`src/hdl/savt_pkg.sv`:
```
`timescale 1ns / 1ps
// Shared constants, types and state encodings for the shaft angle and velocity tracker.
package savt_pkg;

    localparam int ANGLE_BITS = 12;
    localparam int FULL_COUNTS = 1 << ANGLE_BITS;

    // (turns - ref_turns) * FULL + angle difference, exact
    localparam int DELTA_W = ANGLE_BITS + 34;
    // delta magnitudes at or above 2^40 saturate without dividing
    localparam int MAG_SAT_BIT = 40;
    localparam int NUM_W = 60;
    localparam int SCALE_W = 20;
    localparam logic [SCALE_W-1:0] VEL_SCALE = 20'd1000000;
    // elapsed time of an update is positive and below 2^31
    localparam int DIV_W = 31;
    localparam int DIV_CNT_W = $clog2(DIV_W);

    localparam int FIFO_DEPTH = 2;
    localparam int FIFO_PTR_W = $clog2(FIFO_DEPTH);

    localparam int CFG_IDX_W = 8;
    localparam logic [CFG_IDX_W-1:0] REG_MIN_ELAPSED = 8'd0;
    localparam logic [CFG_IDX_W-1:0] REG_POLE_PAIRS = 8'd1;
    localparam logic [CFG_IDX_W-1:0] REG_ZERO_OFFSET = 8'd2;
    localparam logic [CFG_IDX_W-1:0] REG_REVERSE = 8'd3;

    localparam logic signed [31:0] S32_MAX = 32'sh7FFF_FFFF;
    localparam logic signed [31:0] S32_MIN = 32'sh8000_0000;

    typedef struct packed {
        logic [15:0]           min_elapsed_us;
        logic [6:0]            pp_count;
        logic [ANGLE_BITS-1:0] zero_offset;
        logic                  reverse_direction;
    } t_cfg;

    // one classified sample, front to back
    typedef struct packed {
        logic signed [31:0]         rotation_count;
        logic [ANGLE_BITS-1:0]      shaft_angle;
        logic [ANGLE_BITS-1:0]      electrical_angle;
        logic                       update;
        logic signed [DELTA_W-1:0]  delta;
        logic [DIV_W-1:0]           elapsed;
    } t_cmd;

    typedef struct packed {
        logic [ANGLE_BITS-1:0] electrical_angle;
        logic signed [31:0]    velocity_cps;
        logic [ANGLE_BITS-1:0] shaft_angle;
        logic signed [31:0]    rotation_count;
        logic                  velocity_updated;
    } t_result;

    typedef enum logic [1:0] {
        F_IDLE,
        F_TRACK,
        F_DELTA,
        F_PUSH
    } t_front_state;

    typedef enum logic [2:0] {
        B_IDLE,
        B_ABS,
        B_MUL,
        B_SUM,
        B_CHECK,
        B_DIV,
        B_SIGN,
        B_OUT
    } t_back_state;

endpackage

```
`src/hdl/savt_front.sv`:
```
`timescale 1ns / 1ps
// Front end: takes samples, tracks turns and the velocity reference, classifies each sample.
module savt_front import savt_pkg::*; (
    input  logic                  i_clk,
    input  logic                  i_rst_n,
    input  t_cfg                  i_cfg,
    input  logic                  i_valid,
    output logic                  o_ready,
    input  logic [ANGLE_BITS-1:0] i_angle,
    input  logic [31:0]           i_ts,
    input  logic                  i_full,
    output logic                  o_push,
    output t_cmd                  o_cmd
);

    t_front_state r_state, n_state;

    logic                  r_primed;
    logic [ANGLE_BITS-1:0] r_last_angle;
    logic signed [31:0]    r_turns;
    logic [ANGLE_BITS-1:0] r_ref_angle;
    logic signed [31:0]    r_ref_turns;
    logic [31:0]           r_ref_time;

    logic [ANGLE_BITS-1:0] r_in_angle;
    logic [31:0]           r_in_ts;
    logic                  r_update;
    logic [DIV_W-1:0]      r_diff;
    logic signed [32:0]    r_dturns;
    logic [ANGLE_BITS:0]   r_dangle;
    logic [ANGLE_BITS-1:0] r_elec;

    logic [ANGLE_BITS:0]   d;
    logic [ANGLE_BITS-1:0] ad;
    logic [ANGLE_BITS+2:0] ad_x5;
    logic                  wrap;
    logic signed [31:0]    turns_next;
    logic [31:0]           elapsed;
    logic [15:0]           min_eff;
    logic                  backwards;
    logic                  due;
    logic [ANGLE_BITS+6:0] prod;
    logic [ANGLE_BITS-1:0] e_dir;

    // wrap detection: 5*|d| > 4*FULL
    always_comb begin
        d = {1'b0, r_in_angle} - {1'b0, r_last_angle};
        ad = d[ANGLE_BITS] ? ANGLE_BITS'(-d) : d[ANGLE_BITS-1:0];
        ad_x5 = {3'b000, ad} + {1'b0, ad, 2'b00};
        wrap = ad_x5 > (ANGLE_BITS+3)'(4 * FULL_COUNTS);
        turns_next = r_turns;
        if (wrap) begin
            if (!d[ANGLE_BITS]) begin
                if (r_turns != S32_MIN) turns_next = r_turns - 32'sd1;
            end else begin
                if (r_turns != S32_MAX) turns_next = r_turns + 32'sd1;
            end
        end
    end

    always_comb begin
        elapsed = r_in_ts - r_ref_time;
        min_eff = (i_cfg.min_elapsed_us == 16'd0) ? 16'd1 : i_cfg.min_elapsed_us;
        backwards = elapsed[31];
        due = !backwards && (elapsed >= {16'd0, min_eff});
    end

    always_comb begin
        prod = i_cfg.pp_count * r_last_angle;
        e_dir = i_cfg.reverse_direction ? ANGLE_BITS'(-prod[ANGLE_BITS-1:0])
                                        : prod[ANGLE_BITS-1:0];
    end

    always_comb begin
        n_state = r_state;
        case (r_state)
            F_IDLE:  if (i_valid) n_state = F_TRACK;
            F_TRACK: n_state = F_DELTA;
            F_DELTA: n_state = F_PUSH;
            F_PUSH:  if (!i_full) n_state = F_IDLE;
            default: n_state = F_IDLE;
        endcase
    end

    always_comb begin
        o_ready = (r_state == F_IDLE);
        o_push  = (r_state == F_PUSH) && !i_full;
    end

    always_comb begin
        o_cmd.rotation_count   = r_turns;
        o_cmd.shaft_angle      = r_last_angle;
        o_cmd.electrical_angle = r_elec;
        o_cmd.update           = r_update;
        o_cmd.delta = {{(DELTA_W-33-ANGLE_BITS){r_dturns[32]}}, r_dturns, {ANGLE_BITS{1'b0}}}
                    + {{(DELTA_W-ANGLE_BITS-1){r_dangle[ANGLE_BITS]}}, r_dangle};
        o_cmd.elapsed = r_diff;
    end

    always_ff @(posedge i_clk) begin
        if (!i_rst_n) begin
            r_state      <= F_IDLE;
            r_primed     <= 1'b0;
            r_last_angle <= '0;
            r_turns      <= '0;
            r_ref_angle  <= '0;
            r_ref_turns  <= '0;
            r_ref_time   <= '0;
        end else begin
            r_state <= n_state;
            case (r_state)
                F_TRACK: begin
                    r_last_angle <= r_in_angle;
                    if (!r_primed) begin
                        r_primed    <= 1'b1;
                        r_ref_angle <= r_in_angle;
                        r_ref_turns <= r_turns;
                        r_ref_time  <= r_in_ts;
                    end else begin
                        r_turns <= turns_next;
                        if (backwards) begin
                            r_ref_angle <= r_in_angle;
                            r_ref_turns <= turns_next;
                            r_ref_time  <= r_in_ts;
                        end
                    end
                end
                F_DELTA: begin
                    if (r_update) begin
                        r_ref_angle <= r_last_angle;
                        r_ref_turns <= r_turns;
                        r_ref_time  <= r_in_ts;
                    end
                end
                default: ;
            endcase
        end
    end

    // payload registers
    always_ff @(posedge i_clk) begin
        case (r_state)
            F_IDLE: begin
                if (i_valid) begin
                    r_in_angle <= i_angle;
                    r_in_ts    <= i_ts;
                end
            end
            F_TRACK: begin
                r_update <= r_primed && due;
                r_diff   <= elapsed[DIV_W-1:0];
            end
            F_DELTA: begin
                r_dturns <= {r_turns[31], r_turns} - {r_ref_turns[31], r_ref_turns};
                r_dangle <= {1'b0, r_last_angle} - {1'b0, r_ref_angle};
                r_elec   <= e_dir - i_cfg.zero_offset;
            end
            default: ;
        endcase
    end

endmodule

```
`src/hdl/savt_fifo.sv`:
```
`timescale 1ns / 1ps
// Two-entry command queue between the front end and the velocity back end.
module savt_fifo import savt_pkg::*; (
    input  logic i_clk,
    input  logic i_rst_n,
    input  logic i_push,
    input  t_cmd i_wr_data,
    output logic o_full,
    input  logic i_pop,
    output t_cmd o_rd_data,
    output logic o_empty
);

    t_cmd                  r_mem [FIFO_DEPTH];
    logic [FIFO_PTR_W-1:0] r_wr_ptr;
    logic [FIFO_PTR_W-1:0] r_rd_ptr;
    logic [FIFO_PTR_W:0]   r_count;

    assign o_full    = (r_count == (FIFO_PTR_W+1)'(FIFO_DEPTH));
    assign o_empty   = (r_count == '0);
    assign o_rd_data = r_mem[r_rd_ptr];

    always_ff @(posedge i_clk) begin
        if (i_push) r_mem[r_wr_ptr] <= i_wr_data;
    end

    always_ff @(posedge i_clk) begin
        if (!i_rst_n) begin
            r_wr_ptr <= '0;
            r_rd_ptr <= '0;
            r_count  <= '0;
        end else begin
            if (i_push) r_wr_ptr <= r_wr_ptr + 1'b1;
            if (i_pop)  r_rd_ptr <= r_rd_ptr + 1'b1;
            case ({i_push, i_pop})
                2'b10:   r_count <= r_count + 1'b1;
                2'b01:   r_count <= r_count - 1'b1;
                default: ;
            endcase
        end
    end

endmodule

```
`src/hdl/savt_back.sv`:
```
`timescale 1ns / 1ps
// Back end: velocity scaling, iterative division, saturation and the output register.
module savt_back import savt_pkg::*; (
    input  logic    i_clk,
    input  logic    i_rst_n,
    input  logic    i_empty,
    input  t_cmd    i_cmd,
    output logic    o_pop,
    output logic    o_valid,
    input  logic    i_ready,
    output t_result o_result
);

    t_back_state r_state, n_state;

    t_cmd                 r_cmd;
    logic                 r_neg;
    logic [DELTA_W-1:0]   r_mag;
    logic                 r_big;
    logic [NUM_W-9:0]     r_plo;
    logic [NUM_W-33:0]    r_phi;
    logic [NUM_W-1:0]     r_num;
    logic [DIV_W-1:0]     r_rem;
    logic [DIV_W-1:0]     r_quo;
    logic [DIV_CNT_W-1:0] r_cnt;
    logic                 r_sat;
    logic signed [31:0]   r_held;
    logic                 r_out_valid;
    t_result              r_out;

    logic                 ovf;
    logic [DIV_W:0]       trial;
    logic                 ge;
    logic                 load;
    logic                 div_last;

    always_comb begin
        // quotient reaches 2^31 exactly when num >= elapsed * 2^31
        ovf      = {2'b00, r_num} >= {r_cmd.elapsed, {DIV_W{1'b0}}};
        trial    = {r_rem, r_num[DIV_W-1]};
        ge       = trial >= {1'b0, r_cmd.elapsed};
        div_last = (r_cnt == DIV_CNT_W'(DIV_W - 1));
    end

    always_comb begin
        n_state = r_state;
        case (r_state)
            B_IDLE:  if (!i_empty) n_state = i_cmd.update ? B_ABS : B_OUT;
            B_ABS:   n_state = B_MUL;
            B_MUL:   n_state = B_SUM;
            B_SUM:   n_state = B_CHECK;
            B_CHECK: n_state = (r_big || ovf) ? B_SIGN : B_DIV;
            B_DIV:   if (div_last) n_state = B_SIGN;
            B_SIGN:  n_state = B_OUT;
            B_OUT:   if (!r_out_valid || i_ready) n_state = B_IDLE;
            default: n_state = B_IDLE;
        endcase
    end

    always_comb begin
        o_pop = (r_state == B_IDLE) && !i_empty;
        load  = (r_state == B_OUT) && (!r_out_valid || i_ready);
    end

    assign o_valid  = r_out_valid;
    assign o_result = r_out;

    always_ff @(posedge i_clk) begin
        if (!i_rst_n) begin
            r_state     <= B_IDLE;
            r_held      <= '0;
            r_out_valid <= 1'b0;
        end else begin
            r_state <= n_state;
            if (r_state == B_SIGN) begin
                if (r_sat) r_held <= r_neg ? S32_MIN : S32_MAX;
                else if (r_neg) r_held <= -$signed({1'b0, r_quo});
                else r_held <= $signed({1'b0, r_quo});
            end
            if (load) r_out_valid <= 1'b1;
            else if (i_ready) r_out_valid <= 1'b0;
        end
    end

    always_ff @(posedge i_clk) begin
        if (o_pop) r_cmd <= i_cmd;
        case (r_state)
            B_ABS: begin
                r_neg <= r_cmd.delta[DELTA_W-1];
                r_mag <= r_cmd.delta[DELTA_W-1] ? DELTA_W'(-r_cmd.delta) : r_cmd.delta;
            end
            B_MUL: begin
                r_plo <= r_mag[31:0] * VEL_SCALE;
                r_phi <= r_mag[MAG_SAT_BIT-1:32] * VEL_SCALE;
                r_big <= |r_mag[DELTA_W-1:MAG_SAT_BIT];
            end
            B_SUM:   r_num <= {8'd0, r_plo} + {r_phi, 32'd0};
            B_CHECK: begin
                r_sat <= r_big || ovf;
                r_rem <= {2'b00, r_num[NUM_W-1:DIV_W]};
                r_quo <= '0;
                r_cnt <= '0;
            end
            B_DIV: begin
                r_rem <= ge ? DIV_W'(trial - {1'b0, r_cmd.elapsed}) : trial[DIV_W-1:0];
                r_quo <= {r_quo[DIV_W-2:0], ge};
                r_num <= {r_num[NUM_W-2:0], 1'b0};
                r_cnt <= r_cnt + 1'b1;
            end
            default: ;
        endcase
        if (load) begin
            r_out.rotation_count   <= r_cmd.rotation_count;
            r_out.shaft_angle      <= r_cmd.shaft_angle;
            r_out.velocity_cps     <= r_held;
            r_out.velocity_updated <= r_cmd.update;
            r_out.electrical_angle <= r_cmd.electrical_angle;
        end
    end

endmodule

```
`src/hdl/shaft_angle_velocity_tracker.sv`:
```
`timescale 1ns / 1ps
// Top level: shaft angle, multi-turn count, velocity and electrical angle tracker.
//
// Input stream (s_axis): one word per sensor sample, raw angle and microsecond
// timestamp. Output stream (m_axis): one word per sample with the turn count,
// angle, velocity in counts per second and electrical angle; tuser flags a
// velocity recomputed by this sample. Config channel: index 0 minimum elapsed
// microseconds, 1 pole pairs, 2 zero offset, 3 reverse direction; other
// indexes are ignored. Write registers only while the block is idle.
// The front end takes one word at a time and accepts the next only after it
// has pushed the last one into the queue; the back end passes a sample that
// holds velocity straight to the output register and computes an update
// with the 31-step shift-subtract divider. A two-word queue sits between
// front and back end.
// Reset (synchronous, active low) clears the tracking state and restores the
// register defaults; the first sample after reset only primes the reference.
// A stalled receiver holds the output register; the queue then fills and the
// input side stops taking words.
module shaft_angle_velocity_tracker import savt_pkg::*; (
    input  logic                 i_clk,
    input  logic                 i_rst_n,
    input  logic                 s_axis_tvalid,
    output logic                 s_axis_tready,
    input  logic [47:0]          s_axis_tdata,  // sample_angle[11:0], timestamp_us[43:12], pad
    output logic                 m_axis_tvalid,
    input  logic                 m_axis_tready,
    output logic [87:0]          m_axis_tdata,  // rotation_count[31:0], shaft_angle[43:32],
                                                // velocity_cps[75:44], electrical_angle[87:76]
    output logic                 m_axis_tuser,  // velocity_updated
    input  logic                 i_cfg_valid,
    output logic                 o_cfg_ready,
    input  logic [CFG_IDX_W-1:0] i_cfg_index,
    input  logic [15:0]          i_cfg_data
);

    t_cfg    r_cfg;
    logic    push;
    logic    pop;
    logic    full;
    logic    empty;
    t_cmd    cmd_wr;
    t_cmd    cmd_rd;
    t_result result;

    assign o_cfg_ready = 1'b1;

    always_ff @(posedge i_clk) begin
        if (!i_rst_n) begin
            r_cfg.min_elapsed_us    <= 16'd100;
            r_cfg.pp_count          <= 7'd7;
            r_cfg.zero_offset       <= '0;
            r_cfg.reverse_direction <= 1'b0;
        end else if (i_cfg_valid) begin
            case (i_cfg_index)
                REG_MIN_ELAPSED: r_cfg.min_elapsed_us    <= i_cfg_data;
                REG_POLE_PAIRS:  r_cfg.pp_count          <= i_cfg_data[6:0];
                REG_ZERO_OFFSET: r_cfg.zero_offset       <= i_cfg_data[ANGLE_BITS-1:0];
                REG_REVERSE:     r_cfg.reverse_direction <= i_cfg_data[0];
                default: ;
            endcase
        end
    end

    savt_front u_front (
        .i_clk   (i_clk),
        .i_rst_n (i_rst_n),
        .i_cfg   (r_cfg),
        .i_valid (s_axis_tvalid),
        .o_ready (s_axis_tready),
        .i_angle (s_axis_tdata[ANGLE_BITS-1:0]),
        .i_ts    (s_axis_tdata[43:12]),
        .i_full  (full),
        .o_push  (push),
        .o_cmd   (cmd_wr)
    );

    savt_fifo u_fifo (
        .i_clk     (i_clk),
        .i_rst_n   (i_rst_n),
        .i_push    (push),
        .i_wr_data (cmd_wr),
        .o_full    (full),
        .i_pop     (pop),
        .o_rd_data (cmd_rd),
        .o_empty   (empty)
    );

    savt_back u_back (
        .i_clk    (i_clk),
        .i_rst_n  (i_rst_n),
        .i_empty  (empty),
        .i_cmd    (cmd_rd),
        .o_pop    (pop),
        .o_valid  (m_axis_tvalid),
        .i_ready  (m_axis_tready),
        .o_result (result)
    );

    assign m_axis_tdata = {result.electrical_angle, result.velocity_cps,
                           result.shaft_angle, result.rotation_count};
    assign m_axis_tuser = result.velocity_updated;

endmodule

```
`config.mk`:
```
export PLATFORM = sky130hd
export DESIGN_NAME = shaft_angle_velocity_tracker
export DESIGN_NICKNAME = d
export VERILOG_FILES = /design/src/hdl/savt_pkg.sv /design/src/hdl/savt_front.sv /design/src/hdl/savt_fifo.sv /design/src/hdl/savt_back.sv /design/src/hdl/shaft_angle_velocity_tracker.sv
export SDC_FILE = /design/constraint.sdc
export NUM_CORES = 2
export LEC_CHECK = 0
export ABC_AREA = 1
export BUFFER_PORTS_ARGS = -buffer_cell sky130_fd_sc_hd__clkbuf_2
export CORE_UTILIZATION = 50
export DETAILED_ROUTE_END_ITERATION = 10
export PLACE_DENSITY = 0.66
export REMOVE_ABC_BUFFERS = 1
export SKIP_LAST_GASP = 1
export SLEW_MARGIN = 5
export SYNTH_ARGS = -nofsm -noshare
export SYNTH_HDL_FRONTEND = slang
export SYNTH_SLANG_ARGS = --single-unit
```
`constraint.sdc`:
```
create_clock -name i_clk -period 9.7 [get_ports i_clk]
set_input_delay 0.485 -clock i_clk [delete_from_list [all_inputs] [get_ports i_clk]]
set_output_delay 0.485 -clock i_clk [all_outputs]
set_load 0.01 [all_outputs]
```
==> impl_metrics.py <==
metrics = {
    "timing": {
        "slew_violations": 0,
        "slew_headroom_pct": 27.1,
        "final_hold_viol_count": 0,
        "fin_crit_sh_pct": 63.1,
        "max_freq_mhz": 163,
        "finalSetupViolCount": 0,
        "rsz0062_at_grt": "no",
        "worst_pin_slew_ns": 1.08,
        "clock_skew_ns": 0.0386,
        "period_needed_ns": 6.12,
    },
    "cts": {
        "post_cts_buffers": 0,
        "htree_levels": 3,
        "clk_path_buf_depth": 3,
        "clock-sinks": 1063,
        "cts_tree": "built",
        "clk_latency_ns": 0.74,
        "path_clk_slew_ns": 0.06,
        "post_cts_resized": 0,
        "ctsHoldBuffers": 44,
        "cts_buffers": 110,
        "cts_root_buf": "clkbuf_16",
    },
    "critical_path": {
        "worstPathMaxFanout": 5,
        "critPathMaxStageDelay_ns": 0.57,
        "path_class": "flop to flop",
        "worstPathRequired_ns": 10.16,
        "start_kind": "flop",
        "cpMaxStageDelayCell": "fa_1",
        "worstPathArrival_ns": 6.58,
        "crit_path_end_kind": "flop",
        "crit_chain": "inv_1 -> fa_1 -> fa_1 -> inv_1 -> fa_1 -> fa_1 -> ha_1 -> inv_1 -> fa_1 -> inv_1 -> ha_1 -> nand2_1 -> inv_1 -> nand2_1 -> nor2_1 -> nand4_1 -> o21ai_0 -> nand2_1 -> nand2_1 -> a31oi_1 -> o21bai_1 -> xor2_1",
    },
    "synth": {
        "netlist_instances": 6531,
        "synth_area_leaders": "edfxtp_1, ha_1, nand2_1",
        "post-synth-top-area-cell": "edfxtp_1",
        "synth_flop_cell": "edfxtp_1",
        "ys_warn_count": 0,
        "synth_edf_count": 863,
        "yosysSeqAreaShare_pct": 47.2,
        "synth_cell_type_count": 60,
        "synth_top_cell_area_share_pct": 40.9,
        "synthArstFlopShare_pct": 0,
        "synthesis.area_sq_um": 63300,
        "syn_area_per_cell_sq_um": 9.70,
        "ys_seq_elements": 1063,
    },
    "die": {
        "dieHeight_microns": 358,
        "start_util_pct": 50.4,
        "fp.dieArea_sq_um": 128000,
        "core_sq_um": 126000,
        "pin_count": 169,
        "fp.dieW_microns": 358,
        "rows": 130,
    },
    "route": {
        "ant_nets": 0,
        "drc": 0,
        "drt_wl_total_mm": 148,
        "initialDrtViolationCount": 2913,
        "viasPerCell": 5.30,
        "firstDrtPassIters": 5,
        "post_drt_wl_per_cell_microns": 17.5,
        "vias": 44800,
    },
    "placed_design": {
        "dpl-instance-area_sq_um": 65800,
        "dpl.cell_count": 8201,
        "hpwl_mm": 110,
        "gp_congestion": 0.947,
        "port_buffers": 163,
    },
    "global_route": {
        "grt_max_degree": 70,
        "antenna_found_initial": 0,
        "grt_pass1_vias": 44000,
        "grt_pass1_wl_mm": 234,
        "grt.total_usage_pct": 23.0,
        "overflow": 0,
    },
    "final_layout": {
        "syn2layout_area_growth_pct": 10.6,
        "final_cells": 8453,
        "final_nets": 7447,
        "diodes": 0,
        "final_area_sq_um": 70000,
        "drive_gt1_share_pct": 8.31,
    },
    "min_path": {
        "hold_class": "input pin to flop",
    },
    "flow_run": {
        "maxCapViolCount": 0,
    },
    "outcome": {
        "status": "finished, final reports clean",
    },
}
[critical path: cells and delay by family (launching register included)]
kind            cells  cell delay [ns]
fa+ha+maj           7             3.24
compound gates      3             0.89
simple gates        6             0.60
buf+inv             5             0.54
flops               1             0.48
xor+xnor            1             0.08
[cell usage in the layout (no fill, tap or decap), drive strengths merged, types with 7 or more instances in the layout]
cell / instances
o31ai: 9
nand3: 251
a21o: 19
nor2: 441
or2: 13
ha: 470
a21oi: 523
xor2: 249
dfxtp: 200
clkbuf: 296
nor3: 83
nand3b: 16
edfxtp: 863
bufinv: 14
a211oi: 14
clkinvlp: 7
o211ai: 33
clkinv: 48
fa: 193
buf: 38
inv: 971
o21ai: 461
mux2: 134
o21a: 13
xnor2: 95
a21boi: 11
dlygate4sd3: 44
a31oi: 33
nor4: 44
o21bai: 21
nand4: 59
nand2: 1097
[registers in the layout, summed over array words and instances, names as in the netlist, 33 cells and up, named ones only]
| name | count |
|---|---|
| u_fifo.r_mem | 268 |
| u_back.r_cmd | 134 |
| u_back.o_result | 89 |
| u_back.r_num | 54 |
| u_back.r_mag | 46 |
| u_back.r_plo | 46 |
| r_cfg | 36 |
| u_front.r_dturns | 33 |
[worst paths after layout]
kind / from / slack, ns / endpoint / depth (start not counted)
hold reg to reg: u_back.r_cmd[118] / 0.42 / u_back.o_result[17] / 0
setup / recovery: u_back.r_mag[10] / 3.58 / u_back.r_plo[49] / 22
setup reg to reg: u_back.r_mag[10] / 3.58 / u_back.r_plo[49] / 22
hold / removal: i_cfg_data[11] / 0.06 / r_cfg[12] / 3
[cell type report]
cell class,count,area (sq um)
Fill cell,11000,55600
Timing Repair Buffer,244,1540
Clock inverter,74,882
Tap cell,1650,2060
Clock buffer,134,2890
Inverter,966,3630
Multi-Input combinational cell,4322,29100
Sequential cell,1063,29900
[layer usage]
| metal | vias up | part of all wire (%) | global-route usage, % |
|---|---|---|---|
| met5 | - | 0 | 0 |
| met4 | 0 | 3.4 | 8.66 |
| met3 | 252 | 3.8 | 2.46 |
| met2 | 931 | 48 | 39.0 |
| met1 | 21300 | 45 | 30.3 |
| li1 | 22400 | - | - |
[through the flow]
stage | setup TNS, ns | hold WS, ns | worst slack, ns | util, %
global placement | 0 | 0.401 | 3.54 | 52.4
CTS | 0 | 0.00552 | 3.53 | 55.8
floorplan | -186.15 | 0.400 | -1.82 | -
finish | 0 | 0.0644 | 3.58 | 55.8
detailed placement | 0 | 0.405 | 3.56 | 52.4
global route | 0 | 0.0584 | 3.13 | 55.8
[Yosys cell counts, types with 44 or more instances]
master,n
xor2_1,249
nor4_1,44
fa_1,193
o21ai_0,415
inv_1,958
a21oi_1,522
nor3_1,80
ha_1,470
dfxtp_1,200
nand2_1,1086
edfxtp_1,863
nand3_1,251
nand4_1,59
o21ai_1,46
clkbuf_1,125
mux2_2,134
nor2_1,437
xnor2_1,95
[kinds of logic (layout without fill, tap and decap cells)]
family	after synthesis	count (layout)	share of synthesized area [%]
other	1	1	0.00592
adders and majority gates	663	663	15.4
muxes	134	134	2.38
DFF	1063	1063	47.2
buffers and inverters	1146	1418	6.99
AOI/OAI and AO/OA	1159	1159	9.82
and+or+nand+nor	2021	2021	13.4
xor gates and xnor gates	344	344	4.76
Power is left out: the tool's default activity adds up to more than one toggle a clock period on the data nets, which glitch-free logic cannot reach.
